File: src/hw/rtl/tza_pkg.sv
// Package for the time zone date adjust block: stamp type, calendar constants
// and the month length and leap year helpers. No dependencies.
package tza_pkg;

  localparam int unsigned YearW   = 14;
  localparam int unsigned MonthW  = 4;
  localparam int unsigned DayW    = 5;
  localparam int unsigned WdayW   = 3;
  localparam int unsigned HourW   = 5;
  localparam int unsigned MinuteW = 6;
  localparam int unsigned SecondW = 6;
  localparam int unsigned OffsetW = 5;
  localparam int unsigned DataW   = 48;

  localparam logic [6:0]        HoursPerDay   = 7'd24;
  localparam logic [WdayW-1:0]  LastWeekday   = 3'd6;
  localparam logic [WdayW-1:0]  BadWeekday    = 3'd7;
  localparam logic [MonthW-1:0] MonthsPerYear = 4'd12;
  localparam logic [MonthW-1:0] February      = 4'd2;

  // y is a multiple of 25 iff y * inv(25) mod 2^14 <= floor((2^14 - 1) / 25)
  localparam logic [YearW-1:0] YearInv25    = 14'd7209;
  localparam logic [YearW-1:0] YearDiv25Max = 14'd655;

  typedef struct packed {
    logic [YearW-1:0]   year;
    logic [MonthW-1:0]  month;
    logic [DayW-1:0]    day;
    logic [WdayW-1:0]   weekday;
    logic [HourW-1:0]   hour;
    logic [MinuteW-1:0] minute;
    logic [SecondW-1:0] second;
  } stamp_t;

  function automatic logic is_leap(logic [YearW-1:0] year);
    logic [YearW-1:0] prod;
    logic             div25;
    prod  = year * YearInv25;
    div25 = (prod <= YearDiv25Max);
    return (year[1:0] == 2'b00) && (!div25 || (year[3:0] == 4'b0000));
  endfunction

  // Months outside 1..12 count as 31 days
  function automatic logic [DayW-1:0] days_in(logic [MonthW-1:0] month, logic leap);
    logic [DayW-1:0] len;
    case (month)
      February: len = leap ? 5'd29 : 5'd28;
      4'd4:     len = 5'd30;
      4'd6:     len = 5'd30;
      4'd9:     len = 5'd30;
      4'd11:    len = 5'd30;
      default:  len = 5'd31;
    endcase
    return len;
  endfunction

endpackage

File: src/hw/rtl/timezone_date_adjust_core.sv
// Top level of the time zone date adjust block: input register, date math
// (tza_calc) and output register. Uses tza_pkg.
//
// Usage: write the signed hour offset (-12..14) through cfg_we_i/cfg_wdata_i
// while the block is idle; it resets to 0 (UTC). Each slave-side transfer
// carries one UTC stamp; each master-side transfer returns the local stamp.
// Minute and second are copied through.
// Pipeline: two register stages, an input register and a result register;
// an accepted stamp passes through both before it shows on m_axis_tvalid.
// Throughput: one stamp per cycle while m_axis_tready is high, set by the
// single pass of date logic between the two registers.
// Stall: while m_axis_tready is low the result holds; one more stamp is
// taken only if the input register is empty, then s_axis_tready drops.
// Reset: both stages empty, the offset register cleared to zero.
module timezone_date_adjust_core (
  input  logic                               clk_i,
  input  logic                               rst_ni,
  input  logic                               cfg_we_i,
  input  logic [tza_pkg::OffsetW-1:0]        cfg_wdata_i,
  input  logic                               s_axis_tvalid,
  output logic                               s_axis_tready,
  // year[13:0] month[17:14] day[22:18] weekday[25:23] hour[30:26]
  // minute[36:31] second[42:37], zero above
  input  logic [tza_pkg::DataW-1:0]          s_axis_tdata,
  output logic                               m_axis_tvalid,
  input  logic                               m_axis_tready,
  // year[13:0] month[17:14] day[22:18] weekday[25:23] hour[30:26]
  // minute[36:31] second[42:37], zero above
  output logic [tza_pkg::DataW-1:0]          m_axis_tdata
);
  import tza_pkg::*;

  logic [OffsetW-1:0] zone_q;
  logic               in_valid_q;
  logic               out_valid_q;
  stamp_t             in_q;
  stamp_t             out_q;
  stamp_t             in_stamp;
  stamp_t             calc_stamp;
  logic               out_free;
  logic               in_free;

  assign in_stamp.year    = s_axis_tdata[13:0];
  assign in_stamp.month   = s_axis_tdata[17:14];
  assign in_stamp.day     = s_axis_tdata[22:18];
  assign in_stamp.weekday = s_axis_tdata[25:23];
  assign in_stamp.hour    = s_axis_tdata[30:26];
  assign in_stamp.minute  = s_axis_tdata[36:31];
  assign in_stamp.second  = s_axis_tdata[42:37];

  assign out_free      = !out_valid_q || m_axis_tready;
  assign in_free       = !in_valid_q || out_free;
  assign s_axis_tready = in_free;
  assign m_axis_tvalid = out_valid_q;
  assign m_axis_tdata  = {5'b00000, out_q.second, out_q.minute, out_q.hour,
                          out_q.weekday, out_q.day, out_q.month, out_q.year};

  tza_calc u_calc (
    .stamp_i  (in_q),
    .offset_i (signed'(zone_q)),
    .stamp_o  (calc_stamp)
  );

  always_ff @(posedge clk_i or negedge rst_ni) begin
    if (!rst_ni) begin
      zone_q      <= '0;
      in_valid_q  <= 1'b0;
      out_valid_q <= 1'b0;
    end else begin
      if (cfg_we_i) begin
        zone_q <= cfg_wdata_i;
      end
      if (in_free) begin
        in_valid_q <= s_axis_tvalid;
      end
      if (out_free) begin
        out_valid_q <= in_valid_q;
      end
    end
  end

  // Payload: load on transfer or advance, no reset needed
  always_ff @(posedge clk_i) begin
    if (in_free && s_axis_tvalid) begin
      in_q <= in_stamp;
    end
    if (out_free && in_valid_q) begin
      out_q <= calc_stamp;
    end
  end

  a_stage_advance: assert property (@(posedge clk_i) disable iff (!rst_ni)
    (in_valid_q && !out_valid_q) |=> out_valid_q)
    else $error("input stage did not advance into empty result register");

  a_hour_range: assert property (@(posedge clk_i) disable iff (!rst_ni)
    m_axis_tvalid |-> (out_q.hour < 5'd24))
    else $error("local hour out of range");

  a_stall_full: assert property (@(posedge clk_i) disable iff (!rst_ni)
    !s_axis_tready |-> (in_valid_q && out_valid_q))
    else $error("input stalled while a stage is free");

endmodule

File: src/hw/rtl/tza_calc.sv
// Combinational date math: adds the zone offset to the hour and carries or
// borrows one day through weekday, day, month and year. Uses tza_pkg.
module tza_calc (
  input  tza_pkg::stamp_t                     stamp_i,
  input  logic signed [tza_pkg::OffsetW-1:0]  offset_i,
  output tza_pkg::stamp_t                     stamp_o
);
  import tza_pkg::*;

  logic [6:0]        hour_sum;
  logic              borrow;
  logic              carry;
  logic              leap;
  logic [DayW-1:0]   len_cur;
  logic [MonthW-1:0] prev_month;
  logic [DayW-1:0]   len_prev;
  logic [DayW:0]     day_inc;

  assign hour_sum = {2'b00, stamp_i.hour} + {{2{offset_i[OffsetW-1]}}, offset_i};
  assign borrow   = hour_sum[6];
  assign carry    = !hour_sum[6] && (hour_sum >= HoursPerDay);

  assign leap       = is_leap(stamp_i.year);
  assign len_cur    = days_in(stamp_i.month, leap);
  // Month 0 or 1 steps back to 11 or 12 of the year before; February only
  // appears here without a year change, so the current year's leap flag holds
  assign prev_month = (stamp_i.month <= 4'd1) ? stamp_i.month + 4'd11 : stamp_i.month - 4'd1;
  assign len_prev   = days_in(prev_month, leap);
  assign day_inc    = {1'b0, stamp_i.day} + 6'd1;

  always_comb begin
    stamp_o      = stamp_i;
    stamp_o.hour = hour_sum[HourW-1:0];
    if (borrow) begin
      stamp_o.hour    = 5'(hour_sum + HoursPerDay);
      stamp_o.weekday = (stamp_i.weekday == 3'd0) ? LastWeekday : stamp_i.weekday - 3'd1;
      if (stamp_i.day <= 5'd1) begin
        stamp_o.month = prev_month;
        stamp_o.day   = stamp_i.day + len_prev - 5'd1;
        if (stamp_i.month <= 4'd1) begin
          stamp_o.year = stamp_i.year - 14'd1;
        end
      end else begin
        stamp_o.day = stamp_i.day - 5'd1;
      end
    end else if (carry) begin
      stamp_o.hour = 5'(hour_sum - HoursPerDay);
      case (stamp_i.weekday)
        LastWeekday: stamp_o.weekday = 3'd0;
        BadWeekday:  stamp_o.weekday = 3'd1;
        default:     stamp_o.weekday = stamp_i.weekday + 3'd1;
      endcase
      if (day_inc > {1'b0, len_cur}) begin
        stamp_o.day = 5'd1;
        if (stamp_i.month >= MonthsPerYear) begin
          stamp_o.month = stamp_i.month - 4'd11;
          stamp_o.year  = stamp_i.year + 14'd1;
        end else begin
          stamp_o.month = stamp_i.month + 4'd1;
        end
      end else begin
        stamp_o.day = day_inc[DayW-1:0];
      end
    end
  end

endmodule

File: config.mk
export PLATFORM = sky130hd
export DESIGN_NAME = timezone_date_adjust_core
export DESIGN_NICKNAME = d
export VERILOG_FILES = /design/src/hw/rtl/tza_pkg.sv /design/src/hw/rtl/timezone_date_adjust_core.sv /design/src/hw/rtl/tza_calc.sv
export SDC_FILE = /design/constraint.sdc
export NUM_CORES = 1
export LEC_CHECK = 0
export ABC_AREA = 1
export BUFFER_PORTS_ARGS = -buffer_cell sky130_fd_sc_hd__buf_4
export CORE_MARGIN = 4
export CORE_UTILIZATION = 53
export DETAILED_ROUTE_END_ITERATION = 7
export PLACE_DENSITY = 0.85
export SETUP_SLACK_MARGIN = 0.02
export SLEW_MARGIN = 20
export SYNTH_ARGS = -nofsm -noshare
export SYNTH_HDL_FRONTEND = slang
export SYNTH_SLANG_ARGS = --single-unit
export TNS_END_PERCENT = 1
File: constraint.sdc
create_clock -name clk_i -period 5.1 [get_ports clk_i]
set_clock_uncertainty 0.05 [all_clocks]
set_input_delay 0.255 -clock clk_i [delete_from_list [all_inputs] [get_ports clk_i]]
set_output_delay 0.255 -clock clk_i [all_outputs]
set_load 0.02 [all_outputs]
==> Yosys cells after proc, flatten, opt, wreduce, memory -nomap -nowiden <==
Cells that the tools add are included.
Widths: inputs -> output; s select.
{ "classes": {"n_eq_ne": 12, "n_lt_le_gt_ge": 6, "mux": 15, "shift": 0, "n_reduce_logical": 16, "bitwise": 0, "n_div": 0, "add_sub_neg": 15, "multipliers": 1} }
{ "ops": {"columns": ["cell", "count"], "rows": [
  ["$mux 31", 2],
  ["$mux 18", 2],
  ["$mux 14", 2],
  ["$pmux 5 s2", 2],
  ["$eq 4x3->1 const B", 4],
  ["$eq 4x4->1 const B", 4],
  ["$add 14x1->14 const B", 1],
  ["$le 14x10->1 const B", 1],
  ["$mul 14x13->14 const B", 1],
  ["$sub 14x1->14 const B", 1],
  ["$mux 5", 2],
  ["$sub 5x1->5 const B", 2],
  ["$eq 4x2->1 const B", 2],
  ["$mux 4", 2],
  ["$reduce_or 4->1", 2],
  ["$add 6x5->7", 1],
  ["$ge 7x5->1 const B", 1],
  ["$add 5x1->6 const B", 1],
  ["$eq 3x3->1 const B", 2],
  ["$gt 6x5->1", 1],
  ["$pmux 3 s2", 1],
  ["$add 5x5->5", 1],
  ["$add 5x5->5 const B", 1],
  ["$le 5x1->1 const B", 1],
  ["other kinds (17)", 25]
]} }
{ "word_totals": {"register_bits": 93, "mem_bits_rw": 0, "inputBits": 58, "out_inout_bits": 50, "romBits": 0, "mem_count": 0, "latch_bits": 0} }

==> Logic depth before layout (Yosys ltp) <==
Gate-level depths: netlist (run 1).
{ "depth": {"word_depth": 11, "depth_mapped": 34, "ltp_nobuf": 33} }

==> Modules after synthesis <==
Synthesis (run 1) repeated with hierarchy kept, for this count alone.
{ "unflattened": {"cells_unflattened": 884, "area_unflattened_um2": 7247.0} }
{ "by_module_without_submodules": {"columns": ["module", "cells_per_inst", "n_inst", "area_per_inst_um2", "seq_area_each_um2"], "rows": [
  ["tza_calc", 759, 1, 4325.4, 0.0],
  ["timezone_date_adjust_core", 125, 1, 2921.6, 2757.6]
]} }

==> Worst setup path before layout (run 1) <==
Ideal clock, no wire load.
{ "synth_path": {"path_kind": "reg2reg", "startpoint": "reg in_q[30] in the netlist's numbering", "endpoint": "reg out_q, in the netlist m_axis_tdata[12], data pin", "setup_slack_ns": 0.069, "arrival_time_ns": 4.728, "synth_period_minus_slack_ns": 5.031, "path_stages_with_launch": 32, "path_cell_list": "edfxtp_1 -> fa_1 -> ha_1 -> ha_1 -> inv_1 -> fa_1 -> fa_1 -> inv_1 -> ha_1 -> nand2_1 -> nor2_1 -> nand2_1 -> o211ai_1 -> nand3b_1 -> nand2_1 -> nand2_1 -> nand3_1 -> nand2_1 -> ha_1 -> nand2_1 -> nand3_1 -> nor2_1 -> nand3_2 -> nand2_4 -> inv_2 -> buf_2 -> nand2_1 -> nand2_1 -> nand2_1 -> nand2_1 -> nand2_1 -> nand2_1"} }
{ "synth_rtl": {"columns": ["item", "line_no", "text"], "rows": [
  ["start, declared", "timezone_date_adjust_core.sv:36", "stamp_t in_q;"],
  ["start signal, assigned", "timezone_date_adjust_core.sv:85", "in_q <= in_stamp;"],
  ["end signal, assigned", "timezone_date_adjust_core.sv:88", "out_q <= calc_stamp;"],
  ["end, declared", "timezone_date_adjust_core.sv:37", "stamp_t out_q;"]
]} }

==> results.md, run 1 <==
* Routed wire length at approximately 17000 um
* Overall Global Routing Usage at 0.221
* Internal at 1.76 mW
* Final Setup Violations at 22
* Top_reg_cell synth: edfxtp_1
* Placed Area at about 8300 sq um
* Largest net degree at the start of global routing at 44
* CTS tree: yes
* RSZ-0062 raised after global routing: yes
* CP dominant cell by count: nand2_1
* Cells after Synth at 941
* Htree depth at 3
* Sequential fraction of the synthesis area at 0.374
* Slowest CP cell: fa_1
* CP endpoint kind: register
* WP buf/inv at 5
* Die Wd at 126 um
* Clock latency on the worst-skew pair at 0.36 ns
* Net Sw Power at 1.11 mW
* Rows at 42
* Failing checks: negative setup slack
* Worst-path clk slew at ~0.080 ns
* Cell area power density at roughly 330 nW/um^2
* Slowest stage delay, CP at 0.54 ns
* Worst path setup slack after routing at -0.250 ns
* Drt via density at about 5.3
* Synth Register Bits at 93
* Final hold slack at 0.0206 ns
* Core Region at 13500 sq um
* Dpl ws at -0.299 ns
* Slew Limit Fails at 0
* Startpoint types: register
* Die ar. at about 16000 sq um
* Minimum clock period at roughly 5.4 ns
* Final Cell Area at 8690 sq um
* Initial antenna violation count at 0
* Yosys top cell by area: edfxtp_1
* Via count at ~6400
* Synth Warn # at 0
* Sequential Power Share at 0.348
* Synthesized cell area at about 7400 sq um
* Port Buffers at 97
* First-pass GRT wire length at 28700 um
* Dominant cells by area after synthesis: edfxtp_1, nand2_1, ha_1
* DRT Pass-1 Iters at 7
* Diodes inserted at 0
* I/O pin total at 108
* Placer Congestion at 0.939
* Final Cycle Share at 1.05
* Synth async-reset ratio at 0.0753
* WP data required at 5.16 ns
* # fillers at 1121
* WL/cell at 14.3 um
* Rel. slew slack at 0.316
* Routed Antenna Nets at 0
* Cts bufs inserted at 9
* Combinational cell fraction of total power at 0.417
* Avg Inst Size Synth at 7.84 sq um
* Nets at 1182
* Share of the synthesized area in the top cell type at 0.350
* DRC at 0
* Final core utilization at 0.646
* Overall power at 2.88 mW
* CTS root buffer: clkbuf_16
* Clock buffer depth at 2
* Number of synthesized flops with an enable pin at 86
* Peak VDD IR at 0.237 mV
* FMAX at 0.187 GHz
* Leakage at 4.25 nW
* Critical Path AT at 5.41 ns
* Vias in the first global route at between 5000 and 6000
* Setup CP Type: reg -> reg
* DP Wirelength at 12500 um
* Outcome: complete, but fails checks
* GR Overflow Total at 0
* Switch share at 0.387
* Final Hold Viols at 0
* Clk pwr share at 0.236
* Hold Path Class: in -> reg
* Initial DRC count at ~570
* Worst path top cell family by delay: adder cells
* CTS sink cnt at between 90 and 100
* Starting Density at 0.549
* Unique masters post-synth at 39
* CP Max Fanout at 3
* Layout cells sized above 1 at 0.170
* Max-Cap Viols at 0
* Chip height at approximately 130 um
* Area grow syn2layout at 17.7%
* Slew of the pin with the lowest slew margin at about 1.0 ns
through the flow:
stage | std cells | setup TNS [ns]
2_1_floorplan | 945 | 0
3_3_place_gp | 1203 | -2.35
3_5_place_dp | 1203 | -5.07
4_1_cts | 1220 | -2.20
5_1_grt | 1220 | -9.12
6_report | 1220 | -3.28
worst paths after layout:
check / from / endpoint / slack [ns] / depth (start not counted)
min in group asynchronous: rst_ni / zone_q[4]$_DFFE_PN0P_ / 0.21 / 2
worst min register to register: in_q[4]$_DFFE_PP_ / m_axis_tdata[41]$_DFFE_PP_ / 0.36 / 0
worst min-delay path: s_axis_tdata[5] / in_q[34]$_DFFE_PP_ / 0.02 / 1
max in group asynchronous: rst_ni / zone_q[0]$_DFFE_PN0P_ / 4.67 / 2
worst max-delay path: in_q[29]$_DFFE_PP_ / m_axis_tdata[20]$_DFFE_PP_ / -0.25 / 28
worst max register to register: in_q[29]$_DFFE_PP_ / m_axis_tdata[20]$_DFFE_PP_ / -0.25 / 28
synthesized netlist by cell type (5+ instances only):
cell	n
nand4_1	13
o21ai_0	61
inv_1	110
buf_2	13
inv_2	8
fa_1	13
clkbuf_1	13
xor2_1	24
o211ai_1	10
buf_4	10
or2_2	5
nand3_1	49
a21oi_1	12
edfxtp_1	86
ha_1	72
nor2_1	50
dfrtp_1	7
nand2_1	344
power groups by stage:
| stage | sequential (mW) | clock (mW) | combinational (mW) |
|---|---|---|---|
| after floorplan | 1.08 | 0 | 0.760 |
| after global placement | 1.01 | 0 | 1.10 |
| after detailed placement | 1.01 | 0 | 1.14 |
| after CTS | 1.00 | 0.691 | 1.17 |
| after global routing | 1.01 | 0.724 | 1.35 |
| final | 1.00 | 0.678 | 1.20 |
placed cells by master (no fill, tap or decap), drive strengths merged:
cell type	count
o21ai	66
nand3	53
edfxtp	86
o211ai	10
nand2	349
clkinv	6
nor2	55
a31oi	1
a21oi	12
dlygate4sd3	1
o22ai	1
o31ai	1
nor3	2
inv	121
dfrtp	7
fa	13
clkbuf	9
ha	72
xor2	24
and2	1
buf	121
or2	6
conb	5
nand3b	3
mux2	3
nand4	13
xnor2	3
layer usage:
metal / wire [um] / track usage / vias to the layer above
li1: - / - / 3210
met1: 7310 / 0.287 / 2928
met2: 8390 / 0.375 / 261
met3: 1350 / 0.0483 / 39
met4: 398 / 0.0637 / 0
met5: 0 / 0 / -
sequential cells by signal (all words and copies together), names as in the netlist:
register,cells
m_axis_tvalid,1
zone_q,5
m_axis_tdata,43
in_q,43
in_valid_q,1
kinds of logic (layout without fill, tap and decap cells):
family,count (synthesis),after routing,share of synthesized area
flops,93,93,0.374
xor+xnor,27,27,0.0320
simple gates,482,482,0.275
buf+inv,159,258,0.0902
fa+ha+maj,85,85,0.157
other cells,1,5,0.000508
mux,3,3,0.00458
compound gates,91,91,0.0673
worst reg2reg max path, delay by kind of cell, from the launching register on:
| family | cells | cell delay, ns |
|---|---|---|
| adders and majority gates | 9 | 3.14 |
| and+or+nand+nor | 11 | 0.79 |
| DFF | 1 | 0.43 |
| AOI/OAI and AO/OA | 3 | 0.39 |
| buffers and inverters | 5 | 0.28 |
final cells by class:
| type | instances | area (sq um) | share of cell area |
|---|---|---|---|
| multi-input cells | 693 | 4020 | 0.463 |
| repair buffers | 122 | 935 | 0.108 |
| well taps | 176 | 220 | 0.0253 |
| clock inverters | 7 | 81.3 | 0.00936 |
| clock buffers | 9 | 225 | 0.0259 |
| flip-flops and latches | 93 | 2760 | 0.317 |
| inverters | 120 | 450 | 0.0518 |
repair_timing:
action | 4_1_cts | 5_1_grt
endpoints found under the setup margin | 23 | 23
hold endpoints to repair | 7 | 0
pin swaps | 3 | 0
buffers inserted | 0 | 0
hold buffers | 1 | 0
gates resized for setup | 8 | 5
Power figures use the tool's default switching activity.
==> run 2: changes to the inputs <==
--- a/config.mk
+++ b/config.mk
@@ -7,8 +7,10 @@
 export LEC_CHECK = 0
 export ABC_AREA = 1
 export BUFFER_PORTS_ARGS = -buffer_cell sky130_fd_sc_hd__buf_4
+export CELL_PAD_IN_SITES_DETAIL_PLACEMENT = 0
+export CELL_PAD_IN_SITES_GLOBAL_PLACEMENT = 2
 export CORE_MARGIN = 4
-export CORE_UTILIZATION = 53
+export CORE_UTILIZATION = 31
 export DETAILED_ROUTE_END_ITERATION = 7
 export PLACE_DENSITY = 0.85
 export SETUP_SLACK_MARGIN = 0.02
==> results.md, run 2 (synthesis gave the netlist of run 1 again) <==
* Placed Area at 8530 sq um (was 8330 sq um)
* Worst-path clk slew at 0.08 ns (about the same)
* CP endpoint kind: register (unchanged)
* Initial DRC count at 260 (was 574)
* Clock latency on the worst-skew pair at 0.35 ns (was 0.36 ns)
* Cts bufs inserted at 9 (unchanged)
* Most frequent cells in the layout: nand2_1, buf_4, inv_1 (unchanged)
* Placer Congestion at 0.794 (was 0.939)
* DRT Pass-1 Iters at 4 (was 7)
* Core Region at 23500 sq um (was 13500 sq um)
* Diodes inserted at 0 (unchanged)
* Worst reg2reg path startpoint: in_q[29]$_DFFE_PP_ (unchanged)
* Reg2reg end: m_axis_tdata[20]$_DFFE_PP_ (unchanged)
* Largest net degree at the start of global routing at 44 (unchanged)
* Worst r2r path cells at 28 (unchanged)
* Max-Cap Viols at 0 (unchanged)
* Chip height at 162 um (was 126 um)
* Peak VDD IR at 0.193 mV (was 0.237 mV)
* I/O pin total at 108 (unchanged)
* Initial antenna violation count at 0 (unchanged)
* Htree depth at 3 (unchanged)
* Hold Path Class: in -> reg (unchanged)
* First-pass GRT wire length at 31000 um (was 28700 um)
* Layout cells sized above 1 at 0.194 (was 0.170)
* Slew Limit Fails at 0 (unchanged)
* Worst path setup slack after routing at -0.101 ns (was -0.250 ns)
* Rows at 56 (was 42)
* Vias in the first global route at 6082 (was 5982)
* Worst R2R Setup Slack at -0.10 ns (was -0.25 ns)
* Setup CP Type: reg -> reg (unchanged)
* Final Setup Violations at 10 (was 22)
* Die ar. at 26300 sq um (was 15900 sq um)
* Critical path destination: m_axis_tdata[20]$_DFFE_PP_ (unchanged)
* CTS sink cnt at 93 (unchanged)
* Failing checks: negative setup slack (unchanged)
* Final cell count without fillers at 1367 (was 1220)
* Startpoint types: register (unchanged)
* Via count at 6199 (was 6438)
* Rel. slew slack at 0.319 (was 0.316)
* Routed wire length at 19000 um (was 17400 um)
* Worst path top cell family by delay: adder cells (unchanged)
* Cell area power density at 325 nW/um^2 (was 331 nW/um^2)
* Leakage at 4.28 nW (was 4.25 nW)
* Critical Path AT at 5.26 ns (was 5.41 ns)
* CP Max Fanout at 3 (unchanged)
* Outcome: complete, but fails checks (unchanged)
* WP buf/inv at 5 (unchanged)
* FMAX at 0.192 GHz (was 0.187 GHz)
* Crit path from: in_q[29]$_DFFE_PP_ (unchanged)
* DP Wirelength at 14100 um (was 12500 um)
* Slowest CP cell: fa_1 (unchanged)
* Routed Antenna Nets at 0 (unchanged)
* RSZ-0062 raised after global routing: yes (unchanged)
* Drt via density at 4.53 (was 5.28)
* WL/cell at 13.9 um (was 14.3 um)
* DRC at 0 (unchanged)
* Starting Density at 0.314 (was 0.549)
* Overall Global Routing Usage at 0.146 (was 0.221)
* CP Depth at 28 (unchanged)
* Overall power at 2.93 mW (was 2.88 mW)
* Die Wd at 162 um (was 126 um)
* Final Hold Viols at 0 (unchanged)
* Nets at 1187 (was 1182)
* WP data required at 5.16 ns (about the same)
* CTS tree: yes (unchanged)
* Dpl cells at 1350 (was 1203)
* Final Cell Area at 9010 sq um (was 8690 sq um)
* Clock buffer depth at 2 (unchanged)
* Total negative slack at -0.324 ns (was -3.28 ns)
* Port Buffers at 97 (unchanged)
* Minimum clock period at 5.20 ns (was 5.35 ns)
* Final hold slack at 0.0221 ns (was 0.0206 ns)
* Slowest stage delay, CP at 0.58 ns (was 0.54 ns)
* GR Overflow Total at 0 (unchanged)
* CTS root buffer: clkbuf_16 (unchanged)
* Slew of the pin with the lowest slew margin at 1.02 ns (about the same)
* Most common cell after layout, fill and taps aside: nand2_1 (unchanged)
* Area grow syn2layout at 22.1% (was 17.7%)
* Final Cycle Share at 1.02 (was 1.05)
run 2: cell count changes in the layout (fill, tap and decap cells not counted), moves of 3 or more:
cell,previous run,this run
buf_6,1,4
ha_1,70,66
ha_4,2,6
inv_1,108,105
inv_6,1,4
nand2_1,343,336
nand2_2,5,11
nand3_1,49,46
nand3_2,4,7
o21ai_0,56,53
run 2: through the flow:
step	utilization	worst slack, ns
3_3_place_gp	0.363	-0.172
6_report	0.384	-0.101
3_5_place_dp	0.363	-0.216
2_1_floorplan	-	0.0690
5_1_grt	0.384	-0.397
4_1_cts	0.379	0.00311
run 2: routing by layer:
layer / GRT usage / vias up / part of all wire
met5: 0 / - / 0
met4: 0.0231 / 0 / 0.0061
met3: 0.0274 / 10 / 0.043
met2: 0.260 / 102 / 0.48
met1: 0.188 / 2864 / 0.47
li1: - / 3223 / -
run 2: worst min path at each step:
stage                           from                endpoint  slack (ns)  depth (start not counted)
global placement              rst_ni  in_valid_q$_DFFE_PN0N_        0.02                          1
floorplan                     rst_ni  in_valid_q$_DFFE_PN0N_       -0.09                          0
detailed placement            rst_ni  in_valid_q$_DFFE_PN0N_        0.03                          1
finish              s_axis_tdata[32]       in_q[7]$_DFFE_PP_        0.02                          1
global route        s_axis_tdata[32]       in_q[7]$_DFFE_PP_       0.006                          1
CTS                 s_axis_tdata[19]      in_q[21]$_DFFE_PP_        0.01                          1
run 2: power by group:
part / switching, mW / internal, mW
Combinational: 0.748 / 0.481
Sequential: 0.0441 / 0.954
Clock: 0.317 / 0.382
run 2: repair_timing:
action / in CTS / in global routing
endpoints found under the hold margin: 7 / 0
endpoints found under the setup margin: 22 / 23
gates resized for setup: 14 / 34
hold buffers: 1 / 0
pin swaps: 5 / 22
setup buffers: 0 / 1
run 2: final cells by class:
cell class                 instances  area [sq um]
sequential                        93          2760
clock inverter                     6          68.8
timing repair buffer             127           978
tap                              319           399
fill                            2453         14500
inverter                         120           455
multi-input combinational        693          4130
clock buffer                       9           225
run 2: worst register-to-register path, delay by kind of cell (launching register included):
kind                     cells  cell delay (ns)
AND/OR/NAND/NOR             11             0.80
buffers and inverters        5             0.24
flip-flops                   1             0.42
AO/OA/AOI/OAI                3             0.25
adder cells (fa/ha/maj)      9             3.20
